===== src/hw/rtl/aagde_pkg.sv =====
package aagde_pkg;

  localparam int unsigned VarW   = 31;
  localparam int unsigned LitW   = 32;
  localparam int unsigned ByteW  = 8;
  localparam int unsigned DigitW = 7;

  typedef struct packed {
    logic [LitW-1:0] gate_delta;
    logic [LitW-1:0] fanin_delta;
  } delta_pair_t;

  typedef enum logic [1:0] {
    StIdle,
    StGateDelta,
    StFaninDelta
  } back_state_e;

endpackage


===== src/hw/rtl/aagde_front.sv =====
module aagde_front (
  input  logic                        in_valid_i,
  output logic                        in_stall_o,
  input  logic [aagde_pkg::VarW-1:0]  gate_var_i,
  input  logic [aagde_pkg::VarW-1:0]  first_var_i,
  input  logic                        first_plain_i,
  input  logic [aagde_pkg::VarW-1:0]  second_var_i,
  input  logic                        second_plain_i,
  input  logic                        full_i,
  output logic                        push_o,
  output aagde_pkg::delta_pair_t      pair_o
);

  logic [aagde_pkg::LitW-1:0] lit_gate;
  logic [aagde_pkg::LitW-1:0] lit_first;
  logic [aagde_pkg::LitW-1:0] lit_second;
  logic [aagde_pkg::LitW:0]   diff_fs;
  logic [aagde_pkg::LitW-1:0] diff_sf;
  logic [aagde_pkg::LitW-1:0] gate_m_first;
  logic [aagde_pkg::LitW-1:0] gate_m_second;
  logic                       first_lt;

  // literal: twice the variable, low bit set when inverted
  assign lit_gate   = {gate_var_i, 1'b0};
  assign lit_first  = {first_var_i, ~first_plain_i};
  assign lit_second = {second_var_i, ~second_plain_i};

  // all differences side by side, the borrow picks the larger fanin
  assign diff_fs       = {1'b0, lit_first} - {1'b0, lit_second};
  assign diff_sf       = lit_second - lit_first;
  assign gate_m_first  = lit_gate - lit_first;
  assign gate_m_second = lit_gate - lit_second;
  assign first_lt      = diff_fs[aagde_pkg::LitW];

  assign pair_o.gate_delta  = first_lt ? gate_m_second : gate_m_first;
  assign pair_o.fanin_delta = first_lt ? diff_sf : diff_fs[aagde_pkg::LitW-1:0];

  assign in_stall_o = full_i;
  assign push_o     = in_valid_i & ~full_i;

endmodule


===== src/hw/rtl/aagde_fifo.sv =====
module aagde_fifo #(
  parameter int unsigned Depth = 2
) (
  input  logic                   clk_i,
  input  logic                   rst_ni,
  input  logic                   push_i,
  input  aagde_pkg::delta_pair_t data_i,
  output logic                   full_o,
  input  logic                   pop_i,
  output logic                   valid_o,
  output aagde_pkg::delta_pair_t data_o
);

  localparam int unsigned AddrW = $clog2(Depth);
  localparam int unsigned CntW  = $clog2(Depth + 1);

  aagde_pkg::delta_pair_t entries_q [Depth];
  logic [AddrW-1:0] wr_ptr_q, wr_ptr_d;
  logic [AddrW-1:0] rd_ptr_q, rd_ptr_d;
  logic [CntW-1:0]  count_q, count_d;
  logic             do_push, do_pop;

  assign full_o  = (count_q == CntW'(Depth));
  assign valid_o = (count_q != '0);
  assign data_o  = entries_q[rd_ptr_q];
  assign do_push = push_i & ~full_o;
  assign do_pop  = pop_i & valid_o;

  always_comb begin
    wr_ptr_d = wr_ptr_q;
    rd_ptr_d = rd_ptr_q;
    count_d  = count_q;
    if (do_push) begin
      wr_ptr_d = (wr_ptr_q == AddrW'(Depth - 1)) ? '0 : wr_ptr_q + AddrW'(1);
    end
    if (do_pop) begin
      rd_ptr_d = (rd_ptr_q == AddrW'(Depth - 1)) ? '0 : rd_ptr_q + AddrW'(1);
    end
    if (do_push && !do_pop) begin
      count_d = count_q + CntW'(1);
    end else if (do_pop && !do_push) begin
      count_d = count_q - CntW'(1);
    end
  end

  always_ff @(posedge clk_i or negedge rst_ni) begin
    if (!rst_ni) begin
      wr_ptr_q <= '0;
      rd_ptr_q <= '0;
      count_q  <= '0;
    end else begin
      wr_ptr_q <= wr_ptr_d;
      rd_ptr_q <= rd_ptr_d;
      count_q  <= count_d;
    end
  end

  always_ff @(posedge clk_i) begin
    if (do_push) begin
      entries_q[wr_ptr_q] <= data_i;
    end
  end

endmodule


===== src/hw/rtl/aagde_back.sv =====
module aagde_back (
  input  logic                          clk_i,
  input  logic                          rst_ni,
  input  logic                          valid_i,
  input  aagde_pkg::delta_pair_t        pair_i,
  output logic                          pop_o,
  output logic                          out_valid_o,
  input  logic                          out_stall_i,
  output logic [aagde_pkg::ByteW-1:0]   out_byte_o,
  output logic                          delta_end_o,
  output logic                          gate_end_o
);

  localparam int unsigned LitW   = aagde_pkg::LitW;
  localparam int unsigned DigitW = aagde_pkg::DigitW;
  localparam int unsigned ByteW  = aagde_pkg::ByteW;

  aagde_pkg::back_state_e state_q, state_d;
  logic [LitW-1:0]  shift_q, shift_d;
  logic [LitW-1:0]  fanin_q, fanin_d;
  logic             out_valid_q, out_valid_d;
  logic [ByteW-1:0] out_byte_q, out_byte_d;
  logic             delta_end_q, delta_end_d;
  logic             gate_end_q, gate_end_d;

  logic             out_free;
  logic             emit;
  logic [LitW-1:0]  cur;
  logic             more;

  assign out_free = ~out_valid_q | ~out_stall_i;
  assign cur      = (state_q == aagde_pkg::StIdle) ? pair_i.gate_delta : shift_q;
  assign more     = |cur[LitW-1:DigitW];

  always_comb begin
    case (state_q)
      aagde_pkg::StIdle:       emit = valid_i & out_free;
      aagde_pkg::StGateDelta:  emit = out_free;
      aagde_pkg::StFaninDelta: emit = out_free;
      default:                 emit = 1'b0;
    endcase
  end

  // next state
  always_comb begin
    state_d = state_q;
    if (emit) begin
      case (state_q)
        aagde_pkg::StIdle,
        aagde_pkg::StGateDelta: begin
          state_d = more ? aagde_pkg::StGateDelta : aagde_pkg::StFaninDelta;
        end
        aagde_pkg::StFaninDelta: begin
          state_d = more ? aagde_pkg::StFaninDelta : aagde_pkg::StIdle;
        end
        default: state_d = aagde_pkg::StIdle;
      endcase
    end
  end

  // datapath and output word
  always_comb begin
    pop_o       = 1'b0;
    shift_d     = shift_q;
    fanin_d     = fanin_q;
    out_valid_d = out_valid_q & out_stall_i;
    out_byte_d  = out_byte_q;
    delta_end_d = delta_end_q;
    gate_end_d  = gate_end_q;
    if (emit) begin
      out_valid_d = 1'b1;
      out_byte_d  = {more, cur[DigitW-1:0]};
      delta_end_d = ~more;
      gate_end_d  = ~more & (state_q == aagde_pkg::StFaninDelta);
      shift_d     = cur >> DigitW;
      case (state_q)
        aagde_pkg::StIdle: begin
          pop_o   = 1'b1;
          fanin_d = pair_i.fanin_delta;
          if (!more) begin
            shift_d = pair_i.fanin_delta;
          end
        end
        aagde_pkg::StGateDelta: begin
          if (!more) begin
            shift_d = fanin_q;
          end
        end
        default: ;
      endcase
    end
  end

  always_ff @(posedge clk_i or negedge rst_ni) begin
    if (!rst_ni) begin
      state_q     <= aagde_pkg::StIdle;
      out_valid_q <= 1'b0;
    end else begin
      state_q     <= state_d;
      out_valid_q <= out_valid_d;
    end
  end

  always_ff @(posedge clk_i) begin
    shift_q     <= shift_d;
    fanin_q     <= fanin_d;
    out_byte_q  <= out_byte_d;
    delta_end_q <= delta_end_d;
    gate_end_q  <= gate_end_d;
  end

  assign out_valid_o = out_valid_q;
  assign out_byte_o  = out_byte_q;
  assign delta_end_o = delta_end_q;
  assign gate_end_o  = gate_end_q;

endmodule


===== src/hw/rtl/aiger_and_gate_delta_encoder.sv =====
// AND gate delta encoder for the binary AIGER format. Each input word is one
// AND gate (its variable and the variables and polarities of its two fanins);
// the block forms the literals, orders the fanins, and emits the two deltas
// (gate minus larger fanin, larger minus smaller fanin, modulo 2^32) as
// 7-bit little-endian varints, one byte per output word, delta_end on the
// last byte of each delta and gate_end on the last byte of the gate. The
// front end computes both deltas in the cycle a gate is taken and writes
// them into a queue of QUEUE_DEPTH entries (at least 2); the back-end byte
// serialiser drains it at one byte per cycle while the output is not stalled;
// a gate has 2 bytes when both deltas are below 128, up to 10 when both need
// five bytes. With the queue empty and the serialiser idle, a gate taken is
// written into the queue, then its first byte is registered into the output.
// There is no configuration and no state across gates.
module aiger_and_gate_delta_encoder #(
  parameter int unsigned QUEUE_DEPTH = 2
) (
  input  logic                        clk_i,
  input  logic                        rst_ni,
  input  logic                        in_valid_i,
  output logic                        in_stall_o,
  input  logic [aagde_pkg::VarW-1:0]  gate_var_i,
  input  logic [aagde_pkg::VarW-1:0]  first_var_i,
  input  logic                        first_plain_i,
  input  logic [aagde_pkg::VarW-1:0]  second_var_i,
  input  logic                        second_plain_i,
  output logic                        out_valid_o,
  input  logic                        out_stall_i,
  output logic [aagde_pkg::ByteW-1:0] out_byte_o,
  output logic                        delta_end_o,
  output logic                        gate_end_o
);

  logic                   push, full, pop, queue_valid;
  aagde_pkg::delta_pair_t push_pair, head_pair;

  aagde_front u_front (
    .in_valid_i     (in_valid_i),
    .in_stall_o     (in_stall_o),
    .gate_var_i     (gate_var_i),
    .first_var_i    (first_var_i),
    .first_plain_i  (first_plain_i),
    .second_var_i   (second_var_i),
    .second_plain_i (second_plain_i),
    .full_i         (full),
    .push_o         (push),
    .pair_o         (push_pair)
  );

  aagde_fifo #(
    .Depth (QUEUE_DEPTH)
  ) u_fifo (
    .clk_i   (clk_i),
    .rst_ni  (rst_ni),
    .push_i  (push),
    .data_i  (push_pair),
    .full_o  (full),
    .pop_i   (pop),
    .valid_o (queue_valid),
    .data_o  (head_pair)
  );

  aagde_back u_back (
    .clk_i       (clk_i),
    .rst_ni      (rst_ni),
    .valid_i     (queue_valid),
    .pair_i      (head_pair),
    .pop_o       (pop),
    .out_valid_o (out_valid_o),
    .out_stall_i (out_stall_i),
    .out_byte_o  (out_byte_o),
    .delta_end_o (delta_end_o),
    .gate_end_o  (gate_end_o)
  );

endmodule


===== config.mk =====
export PLATFORM = sky130hd
export DESIGN_NAME = aiger_and_gate_delta_encoder
export DESIGN_NICKNAME = d
export VERILOG_FILES = /design/src/hw/rtl/aagde_pkg.sv /design/src/hw/rtl/aagde_front.sv /design/src/hw/rtl/aagde_fifo.sv /design/src/hw/rtl/aagde_back.sv /design/src/hw/rtl/aiger_and_gate_delta_encoder.sv
export SDC_FILE = /design/constraint.sdc
export NUM_CORES = 1
export LEC_CHECK = 0
export BUFFER_PORTS_ARGS = -buffer_cell sky130_fd_sc_hd__buf_4
export CORE_MARGIN = 2
export CORE_UTILIZATION = 55
export CTS_CLUSTER_SIZE = 30
export DETAILED_ROUTE_END_ITERATION = 10
export GPL_TIMING_DRIVEN = 0
export PLACE_DENSITY = 0.74
export SLEW_MARGIN = 10
export SYNTH_ARGS = -nofsm -noshare
export SYNTH_HDL_FRONTEND = slang
export SYNTH_HIERARCHICAL = 1
export SYNTH_SLANG_ARGS = --single-unit

===== constraint.sdc =====
create_clock -name clk_i -period 15.3 [get_ports clk_i]
set_clock_uncertainty 0.15 [all_clocks]
set_input_delay 3.06 -clock clk_i [delete_from_list [all_inputs] [get_ports clk_i]]
set_output_delay 3.06 -clock clk_i [all_outputs]
set_load 0.005 [all_outputs]

Word level (Yosys, flattened, before mapping)

Memory sizes are Yosys's and may differ from the RTL's.
Cells that the tools add are included.

Register bits: 81
Bits in writable memories: 128
Output and inout port bits: 12
Logic and storage cells: 65
Memories: 1

$add $sub $neg: 8
Equality and inequality tests: 3
Mux-type cells: 19
Bitwise operators: 13
Reductions and logical operators: 11

Memory list:

| memory           | words | width | rd ports | clocked after Yosys merged registers in | write ports | RTL line         | text |
|---|---|---|---|---|---|---|---|
| u_fifo.entries_q | 2     | 64    | 1        | 0                                       | 1           | aagde_fifo.sv:17 | `aagde_pkg::delta_pair_t entries_q [Depth];` |

Operators with widths:

| kind                                                                  | number |
|---|---|
| 32-bit 2-to-1 mux                                                     | 5 |
| 32-bit subtractor                                                     | 3 |
| 32-bit one-hot mux with 2 select lines                                | 1 |
| 32-bit by 32-bit subtractor with 33-bit output                        | 1 |
| 25-bit OR reduction                                                   | 1 |
| 2-bit 2-to-1 mux                                                      | 4 |
| 1-bit 2-to-1 mux                                                      | 7 |
| 1-bit AND                                                             | 6 |
| 1-bit NOT                                                             | 6 |
| 2-bit equality test, second input constant                            | 2 |
| 2-bit one-hot mux with 2 select lines                                 | 1 |
| 2-bit nonzero test                                                    | 2 |
| 2-bit OR reduction                                                    | 2 |
| 1-bit adder, second input constant                                    | 2 |
| 2-bit by 1-bit adder with 2-bit output, second input constant         | 1 |
| 2-bit by 1-bit equality test with 1-bit output, second input constant | 1 |
| 1-bit logical AND                                                     | 2 |
| 1-bit zero test                                                       | 2 |
| 2-bit zero test                                                       | 1 |
| 1-bit one-hot mux with 2 select lines                                 | 1 |
| 2-bit AND reduction                                                   | 1 |
| 2-bit by 1-bit subtractor with 2-bit output, second input constant    | 1 |
| 1-bit OR                                                              | 1 |

Depth between registers and ports, before layout

Gate-level depths: netlist of run 1.

Depth in word-level cells: 9
Depth in mapped cells: 26
Depth with buffers taken out: 22

Modules after synthesis

Netlist of run 1, hierarchy kept.

Modules (own cells, without submodules):

| module      | instances | cells an instance | area an instance (µm²) |
|---|---|---|---|
| aagde_front | 1         | 850               | 5512.8 |
| aagde_fifo  | 1         | 218               | 5024.8 |
| aagde_back  | 1         | 233               | 3472.1 |

Worst setup path after synthesis of run 1

OpenSTA, ideal clock, no wires.

Kind: input to register
Start: input port second_plain_i
End: memory u_fifo/entries_q[0][60] (netlist bit) (data pin)
Data arrival time: 7.719 ns
Required time: 14.887 ns
Setup slack: 7.168 ns
Stages on the path: 24
Buffers on the path: 4
Cell sequence: inv_1 -> ha_1 -> fa_1 -> nand2b_1 -> a211o_1 -> a31oi_1 -> o31a_1 -> or2_0 -> clkbuf_1 -> buf_2 -> buf_2 -> buf_1 -> a21oi_1 -> fa_1 -> a21oi_1 -> o21ai_0 -> a21oi_1 -> o21ai_1 -> a31o_2 -> o21ai_1 -> o2111ai_1 -> a41o_1 -> a21oi_1 -> xnor2_1

RTL lines:

| item        | RTL line                           | text |
|---|---|---|
| from (decl) | aiger_and_gate_delta_encoder.sv:25 | `input logic second_plain_i,` |
| to (decl)   | aagde_fifo.sv:17                   |  |

==> results.sh, run 1 <==
export IMPL_status="complete, no violations"
export IMPL_area_growth_pct=14.2
export IMPL_max_clock_freq_mhz=105
export IMPL_p_sw_w=0.000889
export IMPL_first_pass_iters=7
export IMPL_row_count=58
export IMPL_io_pin_count=111
export IMPL_routabilityCongestion=0.968
export IMPL_route_vias_total=10562
export IMPL_synth_edf_count=202
export IMPL_cp_required_ns=15.37
export IMPL_endpoint_kind="flop"
export IMPL_power_frac_seq_pct=38.7
export IMPL_r2r_start="u_back/state_q[1]"
export IMPL_syn_nets=1501
export IMPL_fin_nets=1638
export IMPL_setup_viol=0
export IMPL_startpoint_type="primary input"
export IMPL_clkPwrFrac_pct=17.9
export IMPL_dp_hpwl_um=28700
export IMPL_grt_max_degree=53
export IMPL_fin_cells=1780
export IMPL_cts_hold_buf=0
export IMPL_tightest_slew_ns=0.833
export IMPL_crit_path_start="first_var_i[18]"
export IMPL_hp_start="u_fifo/count_q[1]"
export IMPL_cts_sinks=209
export IMPL_drive_gt1_share_pct=19.2
export IMPL_hold_viol_final=0
export IMPL_max_clock_path_buffers=3
export IMPL_synth_main_ff_cell="edfxtp_1"
export IMPL_drv_cap=0
export IMPL_ir_drop_v=0.000120
export IMPL_fin_crit_ns=9.54
export IMPL_cts_tree="yes"
export IMPL_grt_overflow=0
export IMPL_synth_seq_cells=209
export IMPL_first_global_vias=10326
export IMPL_drt_iter0_drc=849
export IMPL_cts_buffers=19
export IMPL_cts_max_level=1
export IMPL_powerDensity_nw_per_um2=160
export IMPL_synth_cell_types=70
export IMPL_timing_slew_headroom_pct=44.5
export IMPL_wirelength_um=36000
export IMPL_syn_area_per_cell_sq_um=10.8
export IMPL_die_width_um=164
export IMPL_mostFrequentLayoutCell="edfxtp_1"
export IMPL_die_h_um=164
export IMPL_drv_slew=0
export IMPL_start_util_pct=55.8
export IMPL_postSynthCellCount=1301
export IMPL_die_area_sq_um=26800
export IMPL_antenna_found_initial=0
export IMPL_async_flop_share_pct=3.35
export IMPL_wl_per_cell_um=20.2
export IMPL_cts_repair_resized=0
export IMPL_synth_area_sq_um=14000
export IMPL_grtUsageTotal_pct=27.0
export IMPL_clock_latency_ns=0.48
export IMPL_p_sw_share_pct=34.8
export IMPL_cts_root_buffer="clkbuf_16"
export IMPL_clkTransAtPathRegs_ns=0.06
export IMPL_crit_fanout=10
export IMPL_rsz0062_at_grt="false"
export IMPL_core_area_sq_um=25100
export IMPL_internal_power_w=0.00167
export IMPL_dp_cells=1747
export IMPL_port_buffers=110
export IMPL_layout_common_cells="edfxtp_1, a21oi_1, buf_4"
export IMPL_ant_nets=0
export IMPL_comb_power_share_pct=43.4
export IMPL_hold_class="flop to flop"
export IMPL_critPathArrivalTime_ns=9.61
export IMPL_post_cts_buffers=0
export IMPL_criticalPathCategory="primary input to flop"
export IMPL_antennaDiodeCount=0
export IMPL_min_period_over_period_pct=62.3
export IMPL_yosys_warnings=6
export IMPL_viasPerCell=5.93
export IMPL_ys_seq_area_share_pct=44.5
export IMPL_grt_pass1_wl_um=56000
export IMPL_drc=0
export IMPL_p_leak_nw=6.65
export IMPL_setup_tns_final_ns=0
-- power groups by stage --
| stage | combinational (W) | sequential [W] | clock [W] |
|---|---|---|---|
| floorplan | 0.000761 | 0.000986 | 0 |
| global placement | 0.00105 | 0.00101 | 0 |
| detailed placement | 0.00110 | 0.000999 | 0 |
| CTS | 0.00110 | 0.000990 | 0.000465 |
| global route | 0.00120 | 0.00100 | 0.000487 |
| finish | 0.00111 | 0.000990 | 0.000458 |
-- worst paths after layout --
check | cells after the start | slack, ns | end
setup / recovery | 25 | 5.76 | u_fifo/entries_q[0][60]
hold / removal | 1 | 0.38 | u_fifo/count_q[1]
setup reg to reg | 12 | 11.40 | u_fifo/count_q[1]
hold reg to reg | 1 | 0.38 | u_fifo/count_q[1]
max in group asynchronous | 1 | 12.64 | u_back/state_q[1]
min in group asynchronous | 1 | 2.23 | u_fifo/rd_ptr_q
-- layout make-up --
cell class / instances / area, sq um
sequential: 209 / 6240
tap: 330 / 413
clock buffer: 21 / 483
timing repair buffer: 116 / 946
clock inverter: 12 / 120
fill: 2052 / 9120
multi-input combinational: 932 / 7050
inverter: 85 / 319
buffer: 75 / 417
-- through the flow --
step / instance area [sq um] / total power, W / util, % / worst slack [ns] / hold WS [ns]
floorplan: 14000 / 0.00175 / - / 7.17 / 0.306
global placement: 15200 / 0.00205 / 60.7 / 5.41 / 0.328
detailed placement: 15400 / 0.00210 / 61.3 / 5.40 / 0.374
CTS: 16000 / 0.00256 / 63.7 / 5.87 / 0.385
global route: 16000 / 0.00269 / 63.7 / 5.58 / 0.396
finish: 16000 / 0.00256 / 63.7 / 5.76 / 0.382
-- routing by layer --
layer	track usage [%]	wire [um]	vias up
li1	-	-	5086
met1	37.0	15800	5036
met2	45.8	17100	383
met3	2.41	2120	57
met4	7.81	1030	0
met5	0	0	-
-- registers in the layout, summed over array words and instances (netlist names) --
name / flops
u_fifo/entries_q: 128
u_back/fanin_q: 32
u_back/shift_q: 32
u_back/out_byte_o: 8
u_back/state_q: 2
u_fifo/count_q: 2
u_back/delta_end_o: 1
u_back/gate_end_o: 1
u_back/out_valid_o: 1
u_fifo/rd_ptr_q: 1
u_fifo/wr_ptr_q: 1
-- worst max-delay path, cell delays in order --
cell       delay (ns)
buf_4            0.09
inv_1            0.04
ha_1             0.26
buf_2            0.20
nand2_1          0.09
o21ai_0          0.46
a21oi_1          0.14
a21oi_1          0.67
or2_0            0.19
clkbuf_1         0.32
buf_2            0.35
buf_2            0.33
buf_1            0.47
a21oi_1          0.25
fa_1             0.47
a21oi_1          0.23
o21ai_0          0.11
a21oi_1          0.23
o21ai_1          0.16
a31o_2           0.30
o21ai_1          0.42
o2111ai_1        0.19
a41o_1           0.26
a21oi_1          0.18
xnor2_1          0.10
-- logic make-up (layout without fill, tap and decap cells) --
logic type,count (synthesis),count (layout),synth area share (%)
compound gates,397,397,18.8
simple gates,282,282,9.91
flops,209,209,44.5
buf+inv,160,309,5.25
fa+ha+maj,101,101,9.18
mux,86,86,8.15
xor+xnor,66,66,4.13
-- cells in the mapped netlist, types with 7 or more instances --
library cell / count / area (sq um)
a211oi_1: 9 / 67.6
a21o_1: 42 / 315
a21oi_1: 143 / 716
a221o_1: 25 / 250
a22o_1: 26 / 228
a22oi_1: 8 / 60.1
a31oi_1: 8 / 50.1
and2_1: 9 / 56.3
and2b_1: 7 / 52.6
and3_1: 8 / 50.1
buf_2: 26 / 130
buf_6: 11 / 124
clkbuf_1: 26 / 97.6
dfrtp_1: 7 / 175
edfxtp_1: 202 / 6070
ha_1: 98 / 1230
inv_1: 85 / 319
mux2_2: 24 / 270
mux2_4: 50 / 751
mux2i_1: 12 / 120
nand2_1: 47 / 176
nand2b_1: 13 / 81.3
nand3_1: 20 / 100
nand4_1: 18 / 113
nor2_1: 91 / 342
nor2b_1: 36 / 225
nor3_1: 15 / 75.1
nor4_1: 8 / 50.1
o211ai_1: 7 / 52.6
o21a_1: 9 / 67.6
o21ai_0: 49 / 245
o21bai_1: 21 / 158
xnor2_1: 40 / 350
xor2_1: 26 / 228
Power figures use the tool's default switching activity.
==> run 2, diff against run 1 <==
--- a/config.mk
+++ b/config.mk
@@ -11,7 +11,7 @@
 export CTS_CLUSTER_SIZE = 30
 export DETAILED_ROUTE_END_ITERATION = 10
 export GPL_TIMING_DRIVEN = 0
-export PLACE_DENSITY = 0.74
+export PLACE_DENSITY = 0.77
 export SLEW_MARGIN = 10
 export SYNTH_ARGS = -nofsm -noshare
 export SYNTH_HDL_FRONTEND = slang
==> constraint.sdc (replaced) <==
create_clock -name clk_i -period 8.21 [get_ports clk_i]
set_clock_uncertainty 0.15 [all_clocks]
set_input_delay 1.642 -clock clk_i [delete_from_list [all_inputs] [get_ports clk_i]]
set_output_delay 1.642 -clock clk_i [all_outputs]
set_load 0.005 [all_outputs]
==> run 2 against run 1 <==
Power grew 87%; cell area is essentially flat; combinational power grew 90%; clock power grew 79%; cell count is the same; critical path type unchanged; critical endpoint unchanged; highest routed layer unchanged.
==> results.sh, run 2 (synthesis gave the netlist of run 1 again) <==
export IMPL_status="complete, no violations"
export IMPL_die_area_sq_um=26800
export IMPL_max_clock_path_buffers=3
export IMPL_critPathSlowestCell="fa_1"
export IMPL_crit_end="u_fifo/entries_q[0][60]"
export IMPL_drive_gt1_share_pct=19.2
export IMPL_top_regs="u_fifo/entries_q: 128 flops, u_back/fanin_q: 32 flops, u_back/shift_q: 32 flops"
export IMPL_cts_max_level=1
export IMPL_first_pass_iters=6
export IMPL_max_clock_freq_mhz=126
export IMPL_r2r_cells=12
export IMPL_timing_slew_headroom_pct=39.0
export IMPL_crit_fanout=10
export IMPL_comb_power_share_pct=44.1
export IMPL_grt_max_degree=60
export IMPL_area_growth_pct=14.1
export IMPL_criticalPathCategory="primary input to flop"
export IMPL_first_global_vias=10361
export IMPL_rsz0062_at_grt="false"
export IMPL_wirelength_um=37000
export IMPL_internal_power_w=0.00309
export IMPL_route_vias_total=10767
export IMPL_crit_top_cell="a21oi_1"
export IMPL_grtUsageTotal_pct=27.8
export IMPL_dp_hpwl_um=29000
export IMPL_largest_reg_flops=128
export IMPL_layout_common_cells="edfxtp_1, a21oi_1, buf_4"
export IMPL_drv_cap=0
export IMPL_tightest_slew_ns=0.907
export IMPL_fin_crit_ns=7.92
export IMPL_rr_endpoint="u_fifo/count_q[1]"
export IMPL_core_area_sq_um=25100
export IMPL_wl_per_cell_um=20.8
export IMPL_antennaDiodeCount=0
export IMPL_min_period_over_period_pct=96.5
export IMPL_critPathMaxStageDelay_ns=0.46
export IMPL_cts_repair_resized=0
export IMPL_row_count=58
export IMPL_antenna_found_initial=0
export IMPL_cts_sinks=209
export IMPL_r2r_start="u_back/state_q[0]"
export IMPL_hold_class="flop to flop"
export IMPL_endpoint_kind="flop"
export IMPL_ant_nets=0
export IMPL_hold_viol_final=0
export IMPL_grt_overflow=0
export IMPL_post_cts_buffers=0
export IMPL_cts_hold_buf=0
export IMPL_port_buffers=110
export IMPL_start_util_pct=55.8
export IMPL_power_w=0.00478
export IMPL_ir_drop_v=0.000334
export IMPL_mostFrequentLayoutCell="edfxtp_1"
export IMPL_fillers=2036
export IMPL_p_sw_share_pct=35.2
export IMPL_crit_family="compound AO/OA/AOI/OAI gates"
export IMPL_cp_required_ns=8.28
export IMPL_path_buf_inv=7
export IMPL_cts_tree="yes"
export IMPL_largest_register="u_fifo/entries_q"
export IMPL_drc=0
export IMPL_p_sw_w=0.00168
export IMPL_clock_latency_ns=0.49
export IMPL_startpoint_type="primary input"
export IMPL_cts_root_buffer="clkbuf_16"
export IMPL_cp_depth=25
export IMPL_drt_iter0_drc=796
export IMPL_powerDensity_nw_per_um2=299
export IMPL_timing_hold_ws_ns=0.345
export IMPL_fin_nets=1638
export IMPL_clkPwrFrac_pct=17.1
export IMPL_viasPerCell=6.05
export IMPL_setup_slack_ns=0.288
export IMPL_die_h_um=164
export IMPL_fin_cells=1780
export IMPL_power_frac_seq_pct=38.8
export IMPL_setup_tns_final_ns=0
export IMPL_crit_path_start="first_var_i[18]"
export IMPL_critPathArrivalTime_ns=7.99
export IMPL_dp_slack_ns=-0.292
export IMPL_p_leak_nw=6.66
export IMPL_clkTransAtPathRegs_ns=0.07
export IMPL_setup_viol=0
export IMPL_io_pin_count=111
export IMPL_drv_slew=0
export IMPL_routabilityCongestion=0.958
export IMPL_cts_buffers=18
export IMPL_die_width_um=164
export IMPL_r2r_setup_slack_ns=4.60
export IMPL_grt_pass1_wl_um=57100
export IMPL_dp_cells=1748
[run 2: through the flow]
| stage | utilization (%) | area [sq um] |
|---|---|---|
| final | 63.7 | 16000 |
| after global routing | 63.7 | 16000 |
| after CTS | 63.7 | 16000 |
| after detailed placement | 61.4 | 15400 |
| after global placement | 60.7 | 15200 |
| after floorplan | - | 14000 |
[run 2: layer usage]
layer | vias up | share of wire (%) | track usage, %
met2 | 438 | 48 | 47.4
met5 | - | 0 | 0
met3 | 76 | 5.5 | 2.03
li1 | 5081 | - | -
met1 | 5172 | 44 | 38.0
met4 | 0 | 3.1 | 8.77
[run 2: worst reg2reg max path, delay by kind of cell, from the launching register on]
family	cells	cell delay [ns]
AOI/OAI and AO/OA	2	0.58
buffers and inverters	3	0.63
DFF	1	0.42
adders and majority gates	2	0.49
and+or+nand+nor	3	0.98
xor gates and xnor gates	2	0.29
[run 2: layout make-up]
type,instances,area [sq um],share of cell area (%)
plain buffers,75,417,2.61
clock inverters,7,62.6,0.391
repair buffers,117,981,6.14
clock buffers,25,498,3.11
inverters,85,319,2.00
well taps,330,413,2.58
flip-flops and latches,209,6240,39.0
multi-input cells,932,7060,44.1
[run 2: worst min path at each step]
stage | from | end | slack [ns] | depth (start not counted)
2_1_floorplan | u_fifo/count_q[1] | u_fifo/count_q[1] | 0.31 | 1
3_3_place_gp | u_fifo/wr_ptr_q | u_fifo/wr_ptr_q | 0.33 | 1
3_5_place_dp | u_fifo/count_q[1] | u_fifo/count_q[1] | 0.33 | 1
4_1_cts | u_fifo/count_q[1] | u_fifo/count_q[1] | 0.34 | 1
5_1_grt | u_fifo/count_q[1] | u_fifo/count_q[1] | 0.37 | 1
6_report | u_fifo/count_q[1] | u_fifo/count_q[1] | 0.35 | 1
[run 2: power groups by stage]
| stage | Combinational [W] | Sequential (W) | Clock (W) |
|---|---|---|---|
| 2_1_floorplan | 0.00142 | 0.00184 | 0 |
| 3_3_place_gp | 0.00194 | 0.00188 | 0 |
| 3_5_place_dp | 0.00207 | 0.00186 | 0 |
| 4_1_cts | 0.00209 | 0.00185 | 0.000829 |
| 5_1_grt | 0.00226 | 0.00188 | 0.000868 |
| 6_report | 0.00211 | 0.00185 | 0.000818 |
